File: src/hw/rtl/lottery_scheduler_table_macros.svh
// ----------------------------------------------------------------------------
// Lottery scheduler table assertion macros
// Shared concurrent assertion forms, clocked on clock and disabled in reset.
// ----------------------------------------------------------------------------
`ifndef LOTTERY_SCHEDULER_TABLE_MACROS_SVH
`define LOTTERY_SCHEDULER_TABLE_MACROS_SVH

// The consequent must hold in the same cycle as the antecedent.
`define LST_ASSERT_SAME(label, ante, cons, msg) \
   label: assert property (@(posedge clock) disable iff (reset) (ante) |-> (cons)) \
      else $error(msg);

// The consequent must hold in the cycle after the antecedent.
`define LST_ASSERT_NEXT(label, ante, cons, msg) \
   label: assert property (@(posedge clock) disable iff (reset) (ante) |=> (cons)) \
      else $error(msg);

`endif

File: src/hw/rtl/lst_pkg.sv
// ----------------------------------------------------------------------------
// Lottery scheduler table package
// Field widths, operation and status codes, controller states and the
// command and status bundles between the controller and the datapath.
// ----------------------------------------------------------------------------
package lst_pkg;

   // Default table size and number of priority levels.
   localparam int unsigned TABLE_DEPTH_DEFAULT     = 32;
   localparam int unsigned PRIORITY_LEVELS_DEFAULT = 4;

   // Fixed field widths.
   localparam int unsigned ID_W     = 22;
   localparam int unsigned PRIO_W   = 2;
   localparam int unsigned RAND_W   = 31;
   localparam int unsigned COUNT_W  = 6;
   localparam int unsigned CMD_W    = 2;
   localparam int unsigned STATUS_W = 2;

   // Stream payload widths.
   localparam int unsigned REQ_DATA_W = 56;
   localparam int unsigned RSP_DATA_W = 32;

   // Operation codes carried with each request.
   typedef enum logic [CMD_W-1:0] {
      OP_INSERT = 2'd0,
      OP_REMOVE = 2'd1,
      OP_PICK   = 2'd2
   } lst_op_type;

   // Result status codes.
   typedef enum logic [STATUS_W-1:0] {
      ST_OK        = 2'd0,
      ST_FULL      = 2'd1,
      ST_NOT_FOUND = 2'd2,
      ST_EMPTY     = 2'd3
   } lst_status_type;

   // Controller states.
   typedef enum logic [2:0] {
      S_IDLE,
      S_INSERT,
      S_REM_SCAN,
      S_REM_SHIFT,
      S_PICK_SUM,
      S_PICK_DIV,
      S_PICK_SCAN,
      S_RESP
   } lst_state_type;

   // Commands from the controller to the datapath.
   typedef struct packed {
      logic           load;
      logic           insert_write;
      logic           scan_start;
      logic           scan_next;
      logic           scan_run;
      logic           shift_write;
      logic           sum_acc;
      logic           div_start;
      logic           div_step;
      logic           acc_clear;
      logic           pick_acc;
      logic           count_inc;
      logic           count_dec;
      logic           res_set;
      lst_status_type res_code;
      logic           chosen_set;
      logic           rsp_load;
   } lst_cmd_type;

   // Status from the datapath to the controller.
   typedef struct packed {
      logic full;
      logic empty;
      logic data_valid;
      logic scan_done;
      logic id_match;
      logic div_last;
      logic ticket_hit;
      logic rsp_busy;
   } lst_stat_type;

endpackage

File: src/hw/rtl/lst_ram.sv
// ----------------------------------------------------------------------------
// Generic RAM
// One write port and one read port, with the read data registered.
// ----------------------------------------------------------------------------
module lst_ram #(
   parameter int unsigned WIDTH = 8,
   parameter int unsigned DEPTH = 32
) (
   input  logic                     clock,
   input  logic                     wr_en,
   input  logic [$clog2(DEPTH)-1:0] wr_addr,
   input  logic [WIDTH-1:0]         wr_data,
   input  logic                     rd_en,
   input  logic [$clog2(DEPTH)-1:0] rd_addr,
   output logic [WIDTH-1:0]         rd_data
);

   logic [WIDTH-1:0] mem_ff [DEPTH];
   logic [WIDTH-1:0] rd_data_ff;

   // Write and registered read.
   always_ff @(posedge clock) begin
      if (wr_en) begin
         mem_ff[wr_addr] <= wr_data;
      end
      if (rd_en) begin
         rd_data_ff <= mem_ff[rd_addr];
      end
   end

   assign rd_data = rd_data_ff;

endmodule

File: src/hw/rtl/lst_ctrl.sv
// ----------------------------------------------------------------------------
// Lottery scheduler table controller
// Sequences insert, remove and pick operations over the datapath and
// hands each result to the output register.
// ----------------------------------------------------------------------------
`include "lottery_scheduler_table_macros.svh"

module lst_ctrl
   import lst_pkg::*;
(
   input  logic               clock,
   input  logic               reset,
   input  logic               req_tvalid,
   output logic               req_tready,
   input  logic [CMD_W-1:0]   req_cmd,
   input  lst_stat_type       stat,
   output lst_cmd_type        cmd
);

   lst_state_type state_ff;
   lst_state_type state_in;
   logic          accept;

   assign req_tready = (state_ff == S_IDLE);
   assign accept     = req_tvalid && req_tready;

   // State register.
   always_ff @(posedge clock) begin
      if (reset) begin
         state_ff <= S_IDLE;
      end else begin
         state_ff <= state_in;
      end
   end

   // Next state.
   always_comb begin
      state_in = state_ff;
      case (state_ff)
         S_IDLE: begin
            if (accept) begin
               case (lst_op_type'(req_cmd))
                  OP_INSERT: state_in = S_INSERT;
                  OP_REMOVE: state_in = S_REM_SCAN;
                  OP_PICK:   state_in = S_PICK_SUM;
                  default:   state_in = S_RESP;
               endcase
            end
         end
         S_INSERT: begin
            state_in = S_RESP;
         end
         S_REM_SCAN: begin
            if (stat.id_match) begin
               state_in = S_REM_SHIFT;
            end else if (stat.scan_done) begin
               state_in = S_RESP;
            end
         end
         S_REM_SHIFT: begin
            if (stat.scan_done) begin
               state_in = S_RESP;
            end
         end
         S_PICK_SUM: begin
            if (stat.scan_done) begin
               state_in = stat.empty ? S_RESP : S_PICK_DIV;
            end
         end
         S_PICK_DIV: begin
            if (stat.div_last) begin
               state_in = S_PICK_SCAN;
            end
         end
         S_PICK_SCAN: begin
            if (stat.ticket_hit || stat.scan_done) begin
               state_in = S_RESP;
            end
         end
         S_RESP: begin
            if (!stat.rsp_busy) begin
               state_in = S_IDLE;
            end
         end
         default: begin
            state_in = S_IDLE;
         end
      endcase
   end

   // Datapath commands.
   always_comb begin
      cmd = '0;
      cmd.res_code = ST_OK;
      case (state_ff)
         S_IDLE: begin
            if (accept) begin
               cmd.load = 1'b1;
               if (req_cmd == OP_REMOVE || req_cmd == OP_PICK) begin
                  cmd.scan_start = 1'b1;
                  cmd.acc_clear  = 1'b1;
               end
            end
         end
         S_INSERT: begin
            if (stat.full) begin
               cmd.res_set  = 1'b1;
               cmd.res_code = ST_FULL;
            end else begin
               cmd.insert_write = 1'b1;
               cmd.count_inc    = 1'b1;
            end
         end
         S_REM_SCAN: begin
            cmd.scan_run = 1'b1;
            if (stat.id_match) begin
               cmd.scan_start = 1'b1;
               cmd.scan_next  = 1'b1;
            end else if (stat.scan_done) begin
               cmd.res_set  = 1'b1;
               cmd.res_code = ST_NOT_FOUND;
            end
         end
         S_REM_SHIFT: begin
            cmd.scan_run    = 1'b1;
            cmd.shift_write = stat.data_valid;
            cmd.count_dec   = stat.scan_done;
         end
         S_PICK_SUM: begin
            cmd.scan_run = 1'b1;
            cmd.sum_acc  = stat.data_valid;
            if (stat.scan_done) begin
               if (stat.empty) begin
                  cmd.res_set  = 1'b1;
                  cmd.res_code = ST_EMPTY;
               end else begin
                  cmd.div_start = 1'b1;
               end
            end
         end
         S_PICK_DIV: begin
            cmd.div_step = 1'b1;
            if (stat.div_last) begin
               cmd.scan_start = 1'b1;
               cmd.acc_clear  = 1'b1;
            end
         end
         S_PICK_SCAN: begin
            cmd.scan_run   = 1'b1;
            cmd.pick_acc   = stat.data_valid;
            cmd.chosen_set = stat.ticket_hit;
         end
         S_RESP: begin
            cmd.rsp_load = !stat.rsp_busy;
         end
         default: begin
            cmd = '0;
         end
      endcase
   end

   // Every accepted request leaves the idle state.
   `LST_ASSERT_NEXT(a_accept_leaves_idle, accept, state_ff != S_IDLE, "request stayed idle")
   // A result is only loaded when the output register can take it.
   `LST_ASSERT_SAME(a_load_when_free, cmd.rsp_load, !stat.rsp_busy, "result overwrote output")

endmodule

File: src/hw/rtl/lst_datapath.sv
// ----------------------------------------------------------------------------
// Lottery scheduler table datapath
// Entry memory, entry count, scan pointer, ticket accumulator, bit-serial
// remainder unit and the result output register.
// ----------------------------------------------------------------------------
`include "lottery_scheduler_table_macros.svh"

module lst_datapath
   import lst_pkg::*;
#(
   parameter int unsigned TABLE_DEPTH     = TABLE_DEPTH_DEFAULT,
   parameter int unsigned PRIORITY_LEVELS = PRIORITY_LEVELS_DEFAULT
) (
   input  logic                  clock,
   input  logic                  reset,
   input  logic [REQ_DATA_W-1:0] req_tdata,
   input  lst_cmd_type           cmd,
   output lst_stat_type          stat,
   output logic                  rsp_tvalid,
   input  logic                  rsp_tready,
   output logic [RSP_DATA_W-1:0] rsp_tdata,
   output logic [STATUS_W-1:0]   rsp_tuser
);

   localparam int unsigned AW    = $clog2(TABLE_DEPTH);
   localparam int unsigned CW    = $clog2(TABLE_DEPTH + 1);
   localparam int unsigned PW    = (PRIORITY_LEVELS > 1) ? $clog2(PRIORITY_LEVELS) : 1;
   localparam int unsigned TW    = $clog2(TABLE_DEPTH * PRIORITY_LEVELS + 1);
   localparam int unsigned EW    = ID_W + PW;
   localparam int unsigned DCW   = $clog2(RAND_W);
   localparam int unsigned P_TOP = PRIORITY_LEVELS - 1;

   // Request fields.
   logic [ID_W-1:0]   req_id;
   logic [PRIO_W-1:0] req_prio;
   logic [RAND_W-1:0] req_rand;

   assign req_id   = req_tdata[ID_W-1:0];
   assign req_prio = req_tdata[ID_W+PRIO_W-1:ID_W];
   assign req_rand = req_tdata[ID_W+PRIO_W+RAND_W-1:ID_W+PRIO_W];

   // Captured request and working registers.
   logic [ID_W-1:0]      id_ff;
   logic [PW-1:0]        prio_ff;
   logic [RAND_W-1:0]    rnd_ff;
   logic [CW-1:0]        count_ff;
   logic [CW-1:0]        addr_ff;
   logic                 rd_valid_ff;
   logic [AW-1:0]        rd_idx_ff;
   logic [TW-1:0]        acc_ff;
   logic [TW-1:0]        rem_ff;
   logic [DCW-1:0]       div_cnt_ff;
   lst_status_type       res_status_ff;
   logic [ID_W-1:0]      chosen_ff;
   logic                 rsp_valid_ff;
   lst_status_type       rsp_status_ff;
   logic [ID_W-1:0]      rsp_id_ff;
   logic [COUNT_W-1:0]   rsp_count_ff;

   logic [PW-1:0]        prio_clamped;
   logic                 issue;
   logic [EW-1:0]        rd_data;
   logic [ID_W-1:0]      rd_id;
   logic [PW-1:0]        rd_prio;
   logic [TW-1:0]        weight;
   logic [TW:0]          acc_next;
   logic [TW:0]          trial;
   logic                 trial_ge;
   logic [TW-1:0]        rem_in;
   logic                 wr_en;
   logic [AW-1:0]        wr_addr;
   logic [EW-1:0]        wr_data;

   // Priority saturates at the top level.
   assign prio_clamped = (32'(req_prio) > P_TOP) ? PW'(P_TOP) : PW'(req_prio);

   // Scan reads entries below the count, one per cycle.
   assign issue   = cmd.scan_run && !cmd.scan_start && (addr_ff < count_ff);
   assign rd_id   = rd_data[ID_W-1:0];
   assign rd_prio = rd_data[EW-1:ID_W];
   assign weight  = TW'(rd_prio) + TW'(1);
   assign acc_next = {1'b0, acc_ff} + {1'b0, weight};

   // One restoring step of the ticket remainder.
   assign trial    = {rem_ff, rnd_ff[RAND_W-1]};
   assign trial_ge = trial >= {1'b0, acc_ff};
   assign rem_in   = trial_ge ? TW'(trial - {1'b0, acc_ff}) : TW'(trial);

   // Memory write: append on insert, move down by one while shifting.
   assign wr_en   = cmd.insert_write || cmd.shift_write;
   assign wr_addr = cmd.insert_write ? count_ff[AW-1:0] : (rd_idx_ff - AW'(1));
   assign wr_data = cmd.insert_write ? {prio_ff, id_ff} : rd_data;

   lst_ram #(
      .WIDTH (EW),
      .DEPTH (TABLE_DEPTH)
   ) u_ram (
      .clock   (clock),
      .wr_en   (wr_en),
      .wr_addr (wr_addr),
      .wr_data (wr_data),
      .rd_en   (issue),
      .rd_addr (addr_ff[AW-1:0]),
      .rd_data (rd_data)
   );

   // Control registers.
   always_ff @(posedge clock) begin
      if (reset) begin
         count_ff     <= '0;
         rd_valid_ff  <= 1'b0;
         rsp_valid_ff <= 1'b0;
      end else begin
         if (cmd.count_inc) begin
            count_ff <= count_ff + CW'(1);
         end else if (cmd.count_dec) begin
            count_ff <= count_ff - CW'(1);
         end
         rd_valid_ff <= issue;
         if (cmd.rsp_load) begin
            rsp_valid_ff <= 1'b1;
         end else if (rsp_tready) begin
            rsp_valid_ff <= 1'b0;
         end
      end
   end

   // Payload registers.
   always_ff @(posedge clock) begin
      if (cmd.load) begin
         id_ff         <= req_id;
         prio_ff       <= prio_clamped;
         rnd_ff        <= req_rand;
         res_status_ff <= ST_OK;
         chosen_ff     <= '0;
      end else begin
         if (cmd.div_step) begin
            rnd_ff <= {rnd_ff[RAND_W-2:0], 1'b0};
         end
         if (cmd.res_set) begin
            res_status_ff <= cmd.res_code;
         end
         if (cmd.chosen_set) begin
            chosen_ff <= rd_id;
         end
      end

      // Scan pointer.
      if (cmd.scan_start) begin
         addr_ff <= cmd.scan_next ? (CW'(rd_idx_ff) + CW'(1)) : '0;
      end else if (issue) begin
         addr_ff <= addr_ff + CW'(1);
      end
      if (issue) begin
         rd_idx_ff <= addr_ff[AW-1:0];
      end

      // Ticket accumulator.
      if (cmd.acc_clear) begin
         acc_ff <= '0;
      end else if (cmd.sum_acc || cmd.pick_acc) begin
         acc_ff <= TW'(acc_next);
      end

      // Remainder unit.
      if (cmd.div_start) begin
         rem_ff     <= '0;
         div_cnt_ff <= DCW'(RAND_W - 1);
      end else if (cmd.div_step) begin
         rem_ff     <= rem_in;
         div_cnt_ff <= div_cnt_ff - DCW'(1);
      end

      // Output register.
      if (cmd.rsp_load) begin
         rsp_status_ff <= res_status_ff;
         rsp_id_ff     <= chosen_ff;
         rsp_count_ff  <= COUNT_W'(count_ff);
      end
   end

   // Status to the controller.
   always_comb begin
      stat            = '0;
      stat.full       = (count_ff == CW'(TABLE_DEPTH));
      stat.empty      = (count_ff == '0);
      stat.data_valid = rd_valid_ff;
      stat.scan_done  = !rd_valid_ff && !issue && !(addr_ff < count_ff);
      stat.id_match   = rd_valid_ff && (rd_id == id_ff);
      stat.div_last   = (div_cnt_ff == '0);
      stat.ticket_hit = rd_valid_ff && ({1'b0, rem_ff} < acc_next);
      stat.rsp_busy   = rsp_valid_ff && !rsp_tready;
   end

   assign rsp_tvalid = rsp_valid_ff;
   assign rsp_tuser  = rsp_status_ff;
   assign rsp_tdata  = {{(RSP_DATA_W - ID_W - COUNT_W){1'b0}}, rsp_count_ff, rsp_id_ff};

   // An append never happens on a full table.
   `LST_ASSERT_SAME(a_no_insert_full, cmd.count_inc, count_ff < CW'(TABLE_DEPTH), "insert when full")
   // A removal never happens on an empty table.
   `LST_ASSERT_SAME(a_no_remove_empty, cmd.count_dec, count_ff != '0, "remove when empty")
   // A taken result without a new one leaves the output empty.
   `LST_ASSERT_NEXT(a_rsp_drains, rsp_valid_ff && rsp_tready && !cmd.rsp_load, !rsp_valid_ff, "stale result")

endmodule

File: src/hw/rtl/lottery_scheduler_table.sv
// ----------------------------------------------------------------------------
// Lottery scheduler table
// Task table with append, remove-and-compact and weighted random pick.
// ----------------------------------------------------------------------------
// The block takes one request at a time and returns one result per request.
// A remove scans the table from the front and then moves every later entry
// down one place. A pick walks the table once to sum the tickets, forms the
// ticket number with a 31-step bit-serial remainder, and walks the table
// again up to the winner. A new request is taken while the last result
// still waits in the output register. There is no clearing pass after reset.
// ----------------------------------------------------------------------------
module lottery_scheduler_table
   import lst_pkg::*;
#(
   parameter int unsigned TABLE_DEPTH     = TABLE_DEPTH_DEFAULT,
   parameter int unsigned PRIORITY_LEVELS = PRIORITY_LEVELS_DEFAULT
) (
   input  logic                  clock,
   input  logic                  reset,
   input  logic                  req_tvalid,
   output logic                  req_tready,
   // task_id [21:0], task_priority [23:22], random_value [54:24], zero [55]
   input  logic [REQ_DATA_W-1:0] req_tdata,
   // cmd [1:0]
   input  logic [CMD_W-1:0]      req_tuser,
   output logic                  rsp_tvalid,
   input  logic                  rsp_tready,
   // chosen_id [21:0], entry_count [27:22], zero [31:28]
   output logic [RSP_DATA_W-1:0] rsp_tdata,
   // status [1:0]
   output logic [STATUS_W-1:0]   rsp_tuser
);

   lst_cmd_type  cmd;
   lst_stat_type stat;

   lst_ctrl u_ctrl (
      .clock      (clock),
      .reset      (reset),
      .req_tvalid (req_tvalid),
      .req_tready (req_tready),
      .req_cmd    (req_tuser),
      .stat       (stat),
      .cmd        (cmd)
   );

   lst_datapath #(
      .TABLE_DEPTH     (TABLE_DEPTH),
      .PRIORITY_LEVELS (PRIORITY_LEVELS)
   ) u_datapath (
      .clock      (clock),
      .reset      (reset),
      .req_tdata  (req_tdata),
      .cmd        (cmd),
      .stat       (stat),
      .rsp_tvalid (rsp_tvalid),
      .rsp_tready (rsp_tready),
      .rsp_tdata  (rsp_tdata),
      .rsp_tuser  (rsp_tuser)
   );

endmodule

File: config.mk
export PLATFORM = sky130hd
export DESIGN_NAME = lottery_scheduler_table
export DESIGN_NICKNAME = d
export VERILOG_FILES = /design/src/hw/rtl/lst_pkg.sv /design/src/hw/rtl/lst_ram.sv /design/src/hw/rtl/lst_ctrl.sv /design/src/hw/rtl/lst_datapath.sv /design/src/hw/rtl/lottery_scheduler_table.sv
export VERILOG_INCLUDE_DIRS = /design/src /design/src/hw/rtl
export SDC_FILE = /design/constraint.sdc
export NUM_CORES = 1
export LEC_CHECK = 0
export BUFFER_PORTS_ARGS = -buffer_cell sky130_fd_sc_hd__buf_2
export CORE_MARGIN = 2
export CORE_UTILIZATION = 56
export CTS_CLUSTER_DIAMETER = 30
export DETAILED_ROUTE_END_ITERATION = 7
export PLACE_DENSITY = 0.84
export RECOVER_POWER = 25
export SYNTH_ARGS = -nofsm -noshare
export SYNTH_HDL_FRONTEND = slang
export SYNTH_SLANG_ARGS = --single-unit
File: constraint.sdc
create_clock -name clock -period 3.45 [get_ports clock]
set_clock_uncertainty 0.15 [all_clocks]
set_input_delay 0 -clock clock [delete_from_list [all_inputs] [get_ports clock]]
set_output_delay 0 -clock clock [all_outputs]
set_load 0.02 [all_outputs]
==> run metrics <==
run status complete, but fails checks; failing checks capacitance limit, slew limit, setup timing; worst skew pair latency 0.74 ns; Crit Path Max Fanout 27; sequential cell area approximately 28000 um2; Bufs on Longest Clock Path 3; DR WL met3 14.4 mm; layout cell share with drive strength beyond 1 32.5%; register area share after synthesis 73.8%; fmax 273 MHz; final WL 120 mm; Clk pin slew, worst setup/hold paths 0.05 ns; Post-Place Worst Slack -0.156 ns; Hold Path Class in2reg; DR top layer met5; leakage power 0.0157 uW; gpl congestion 0.838; area occupied by multi-input gates about 9800 um2; critical path data arrival time about 4.0 ns; cell count after placement 2869; worst slew pin tran 2.90 ns; Max Cap Violations 2; met2 WL 59.2 mm; met1 WL between 30 and 40 mm; Mapped Cells 1869; number of CTS-inserted buffers 139; final non-filler cell total 3301; min cycle time layout ~3.7 ns; core area between 60000 and 70000 um2; endpoints failing setup 59; post-layout util 70.5%; period utilization 106%; critical path cell sequence clkbuf_1 > nand2_1 > or2_2 > xor2_1 > nor2_1 > a21o_1; Critical Path RT between 3 and 4 ns; port bufs 92; CTS tree built; DRT Pass-1 Iters 7; Nets 2410; synthesized area per cell 20.1 um2; Clock Tree Root clkbuf_16; H-tree depth 4; Pins Over Slew Limit 81; CTS sink count approximately 940; Area Overhead vs Synth 25.1%; Die ar. 69300 um2; Layout fillers 3548; Overflow after GRT 0; Syn. warnings 0; Netlist cell types 62; Fin. Hold Viols 0; EDFF count, synth 888; DR iter-0 viols 3923; starting density of the core between 50% and 60%; first-pass GRT wire length 163 mm; maximum VDD drop 0.000809 V; Critical Path End Type register; worst setup margin -0.215 ns; initial antenna violation count 5; vias in the first global route 23100; Post-synth top flop edfxtp_1; HPWL Detailed 52.7 mm; die width around 260 um; pwr dens 973 nW/um2; Die Ht 263 um; Post-route DRC 0; element type at the critical path start register; synthesized flop and latch total ~940; Slew headroom -93.4%; Routed Antenna Nets 0; Mapped Area 37600 um2; RSZ-0062 raised after global routing yes; largest net degree at the start of global routing 60; via count ~23000; GRT Total Usage around 33%; final setup TNS -3.68 ns; Setup CP Type reg2reg; Async S/R FF share, synth 0%; Site Rows 95; Crit path largest cell delay 2.06 ns; IO Pins just under 100; DR vias/cell between 6 and 7; CP max stage cell clkbuf_1; WL/cell between 30 and 40 um
==> cell usage after synthesis, drive strengths merged, types with 7 or more instances <==
| cell type | n | area share (%) |
|---|---|---|
| xor2 | 17 | 0.40 |
| o21ai | 16 | 0.21 |
| nand2 | 124 | 1.2 |
| dfxtp | 56 | 3.0 |
| inv | 27 | 0.27 |
| ha | 35 | 1.2 |
| nor3 | 10 | 0.13 |
| a211oi | 10 | 0.21 |
| nor4 | 7 | 0.13 |
| nor2 | 103 | 1.0 |
| mux2i | 31 | 0.82 |
| mux2 | 53 | 1.6 |
| nand3 | 17 | 0.23 |
| mux4 | 240 | 14 |
| o21a | 9 | 0.18 |
| buf | 38 | 0.74 |
| clkbuf | 50 | 0.50 |
| nand2b | 7 | 0.12 |
| nor2b | 7 | 0.12 |
| edfxtp | 888 | 71 |
| a21oi | 19 | 0.26 |
| nand4 | 13 | 0.22 |
| xnor2 | 33 | 0.77 |
==> worst paths after layout <==
path,start,end,cells past startpoint,slack [ns]
worst min register to register,u_datapath.res_status_ff[0]$_SDFFE_PP0P_,u_datapath.rsp_tuser[0]$_DFFE_PP_,0,0.29
worst max register to register,u_datapath.addr_ff[4]$_DFFE_PP_,u_datapath.addr_ff[5]$_DFFE_PP_,6,-0.21
worst min-delay path,rsp_tready,u_datapath.rsp_tvalid$_SDFFE_PP0P_,4,0.03
worst max-delay path,u_datapath.addr_ff[4]$_DFFE_PP_,u_datapath.addr_ff[5]$_DFFE_PP_,6,-0.21
==> flip-flops by register name, indices dropped and copies added, names as in the netlist, 3 cells and up <==
register                  count
u_ctrl.state_ff               3
u_datapath.acc_ff             8
u_datapath.addr_ff            6
u_datapath.chosen_ff         22
u_datapath.count_ff           6
u_datapath.div_cnt_ff         5
u_datapath.id_ff             22
u_datapath.rd_idx_ff          5
u_datapath.rem_ff             8
u_datapath.rnd_ff            31
u_datapath.rsp_count_ff       6
u_datapath.rsp_id_ff         22
u_datapath.u_ram.mem_ff     768
u_datapath.u_ram.rd_data     24
==> layer usage <==
| layer | GRT usage, % | up-vias |
|---|---|---|
| li1 | - | 8526 |
| met1 | 40.5 | 11400 |
| met2 | 54.4 | 2273 |
| met3 | 9.29 | 542 |
| met4 | 18.9 | 2 |
| met5 | 0 | - |
==> power by group <==
group / internal, uW / total [uW] / leakage (uW) / switching [uW]
Sequential: 15800 / 16600 / 0.00848 / 815
Clock: 8720 / 14500 / 0.00227 / 5810
Combinational: 5960 / 14700 / 0.00491 / 8740
==> critical path: cells and delay by family (launching register included) <==
family | cells | cell delay (ns)
AO/OA/AOI/OAI | 1 | 0.20
AND/OR/NAND/NOR | 3 | 0.51
buffers and inverters | 1 | 2.06
flip-flops | 1 | 0.36
XOR/XNOR | 1 | 0.13
==> cell usage in the layout (no fill, tap or decap), types with 6 or more instances in the layout <==
cell	synthesis	layout
clkbuf_16	0	141
buf_12	0	44
nand3_1	17	16
nor3_1	10	10
mux2i_4	0	8
clkinv_1	1	10
a211oi_1	9	9
mux4_2	240	240
clkinv_2	1	24
buf_2	5	56
dlygate4sd3_1	0	149
nand4_1	13	13
nand2_1	124	123
nor4_1	6	6
xnor2_1	33	31
bufinv_16	0	14
edfxtp_1	888	888
xor2_1	17	17
a21oi_1	18	14
nor2_4	0	39
mux2_1	14	14
inv_1	25	24
o21ai_0	10	13
clkinvlp_4	0	14
mux2i_1	31	19
mux2_2	39	39
nor2_1	103	64
a21o_1	6	6
nand2b_1	7	7
nor2b_1	7	7
inv_6	0	19
buf_6	11	7
buf_4	13	76
clkbuf_1	50	59
o21a_1	9	9
dfxtp_1	56	56
ha_1	35	32
==> per-stage QoR <==
stage | total power [uW] | area (um2) | hold slack (ns)
floorplan | 25100 | 37700 | -0.0511
global placement | 28800 | 40400 | 0.0273
detailed placement | 29500 | 40400 | 0.0281
CTS | 44700 | 46900 | 0.00337
global route | 46900 | 47100 | 0.0232
finish | 45800 | 47100 | 0.0251
==> final cells by class <==
| class | count | share of cell area [%] |
|---|---|---|
| tap | 873 | 2.32 |
| clock buffer | 157 | 7.64 |
| sequential | 944 | 59.0 |
| multi-input combinational | 815 | 20.9 |
| inverter | 29 | 0.237 |
| antenna | 5 | 0.0266 |
| timing repair buffer | 381 | 7.51 |
| clock inverter | 97 | 2.34 |
==> cells by family (layout without fill, tap and decap cells) <==
kind of cell / Yosys count / count (layout) / share of synthesized area [%]
buffers and inverters: 117 / 664 / 1.54
other: 1 / 9 / 0.00997
muxes: 324 / 324 / 16.8
DFF: 944 / 944 / 73.8
xor gates and xnor gates: 50 / 50 / 1.16
and+or+nand+nor: 307 / 311 / 3.60
AOI/OAI and AO/OA: 88 / 88 / 1.75
adders and majority gates: 38 / 38 / 1.32
==> repair_timing <==
action / in CTS / in global routing
gates cloned: 1 / 4
endpoints found under the hold margin: 86 / 0
gates resized for setup: 19 / 46
setup endpoints to repair: 66 / 193
pin swaps: 11 / 14
setup buffers: 13 / 9
hold buffers: 149 / 0
Power figures use the tool's default switching activity.
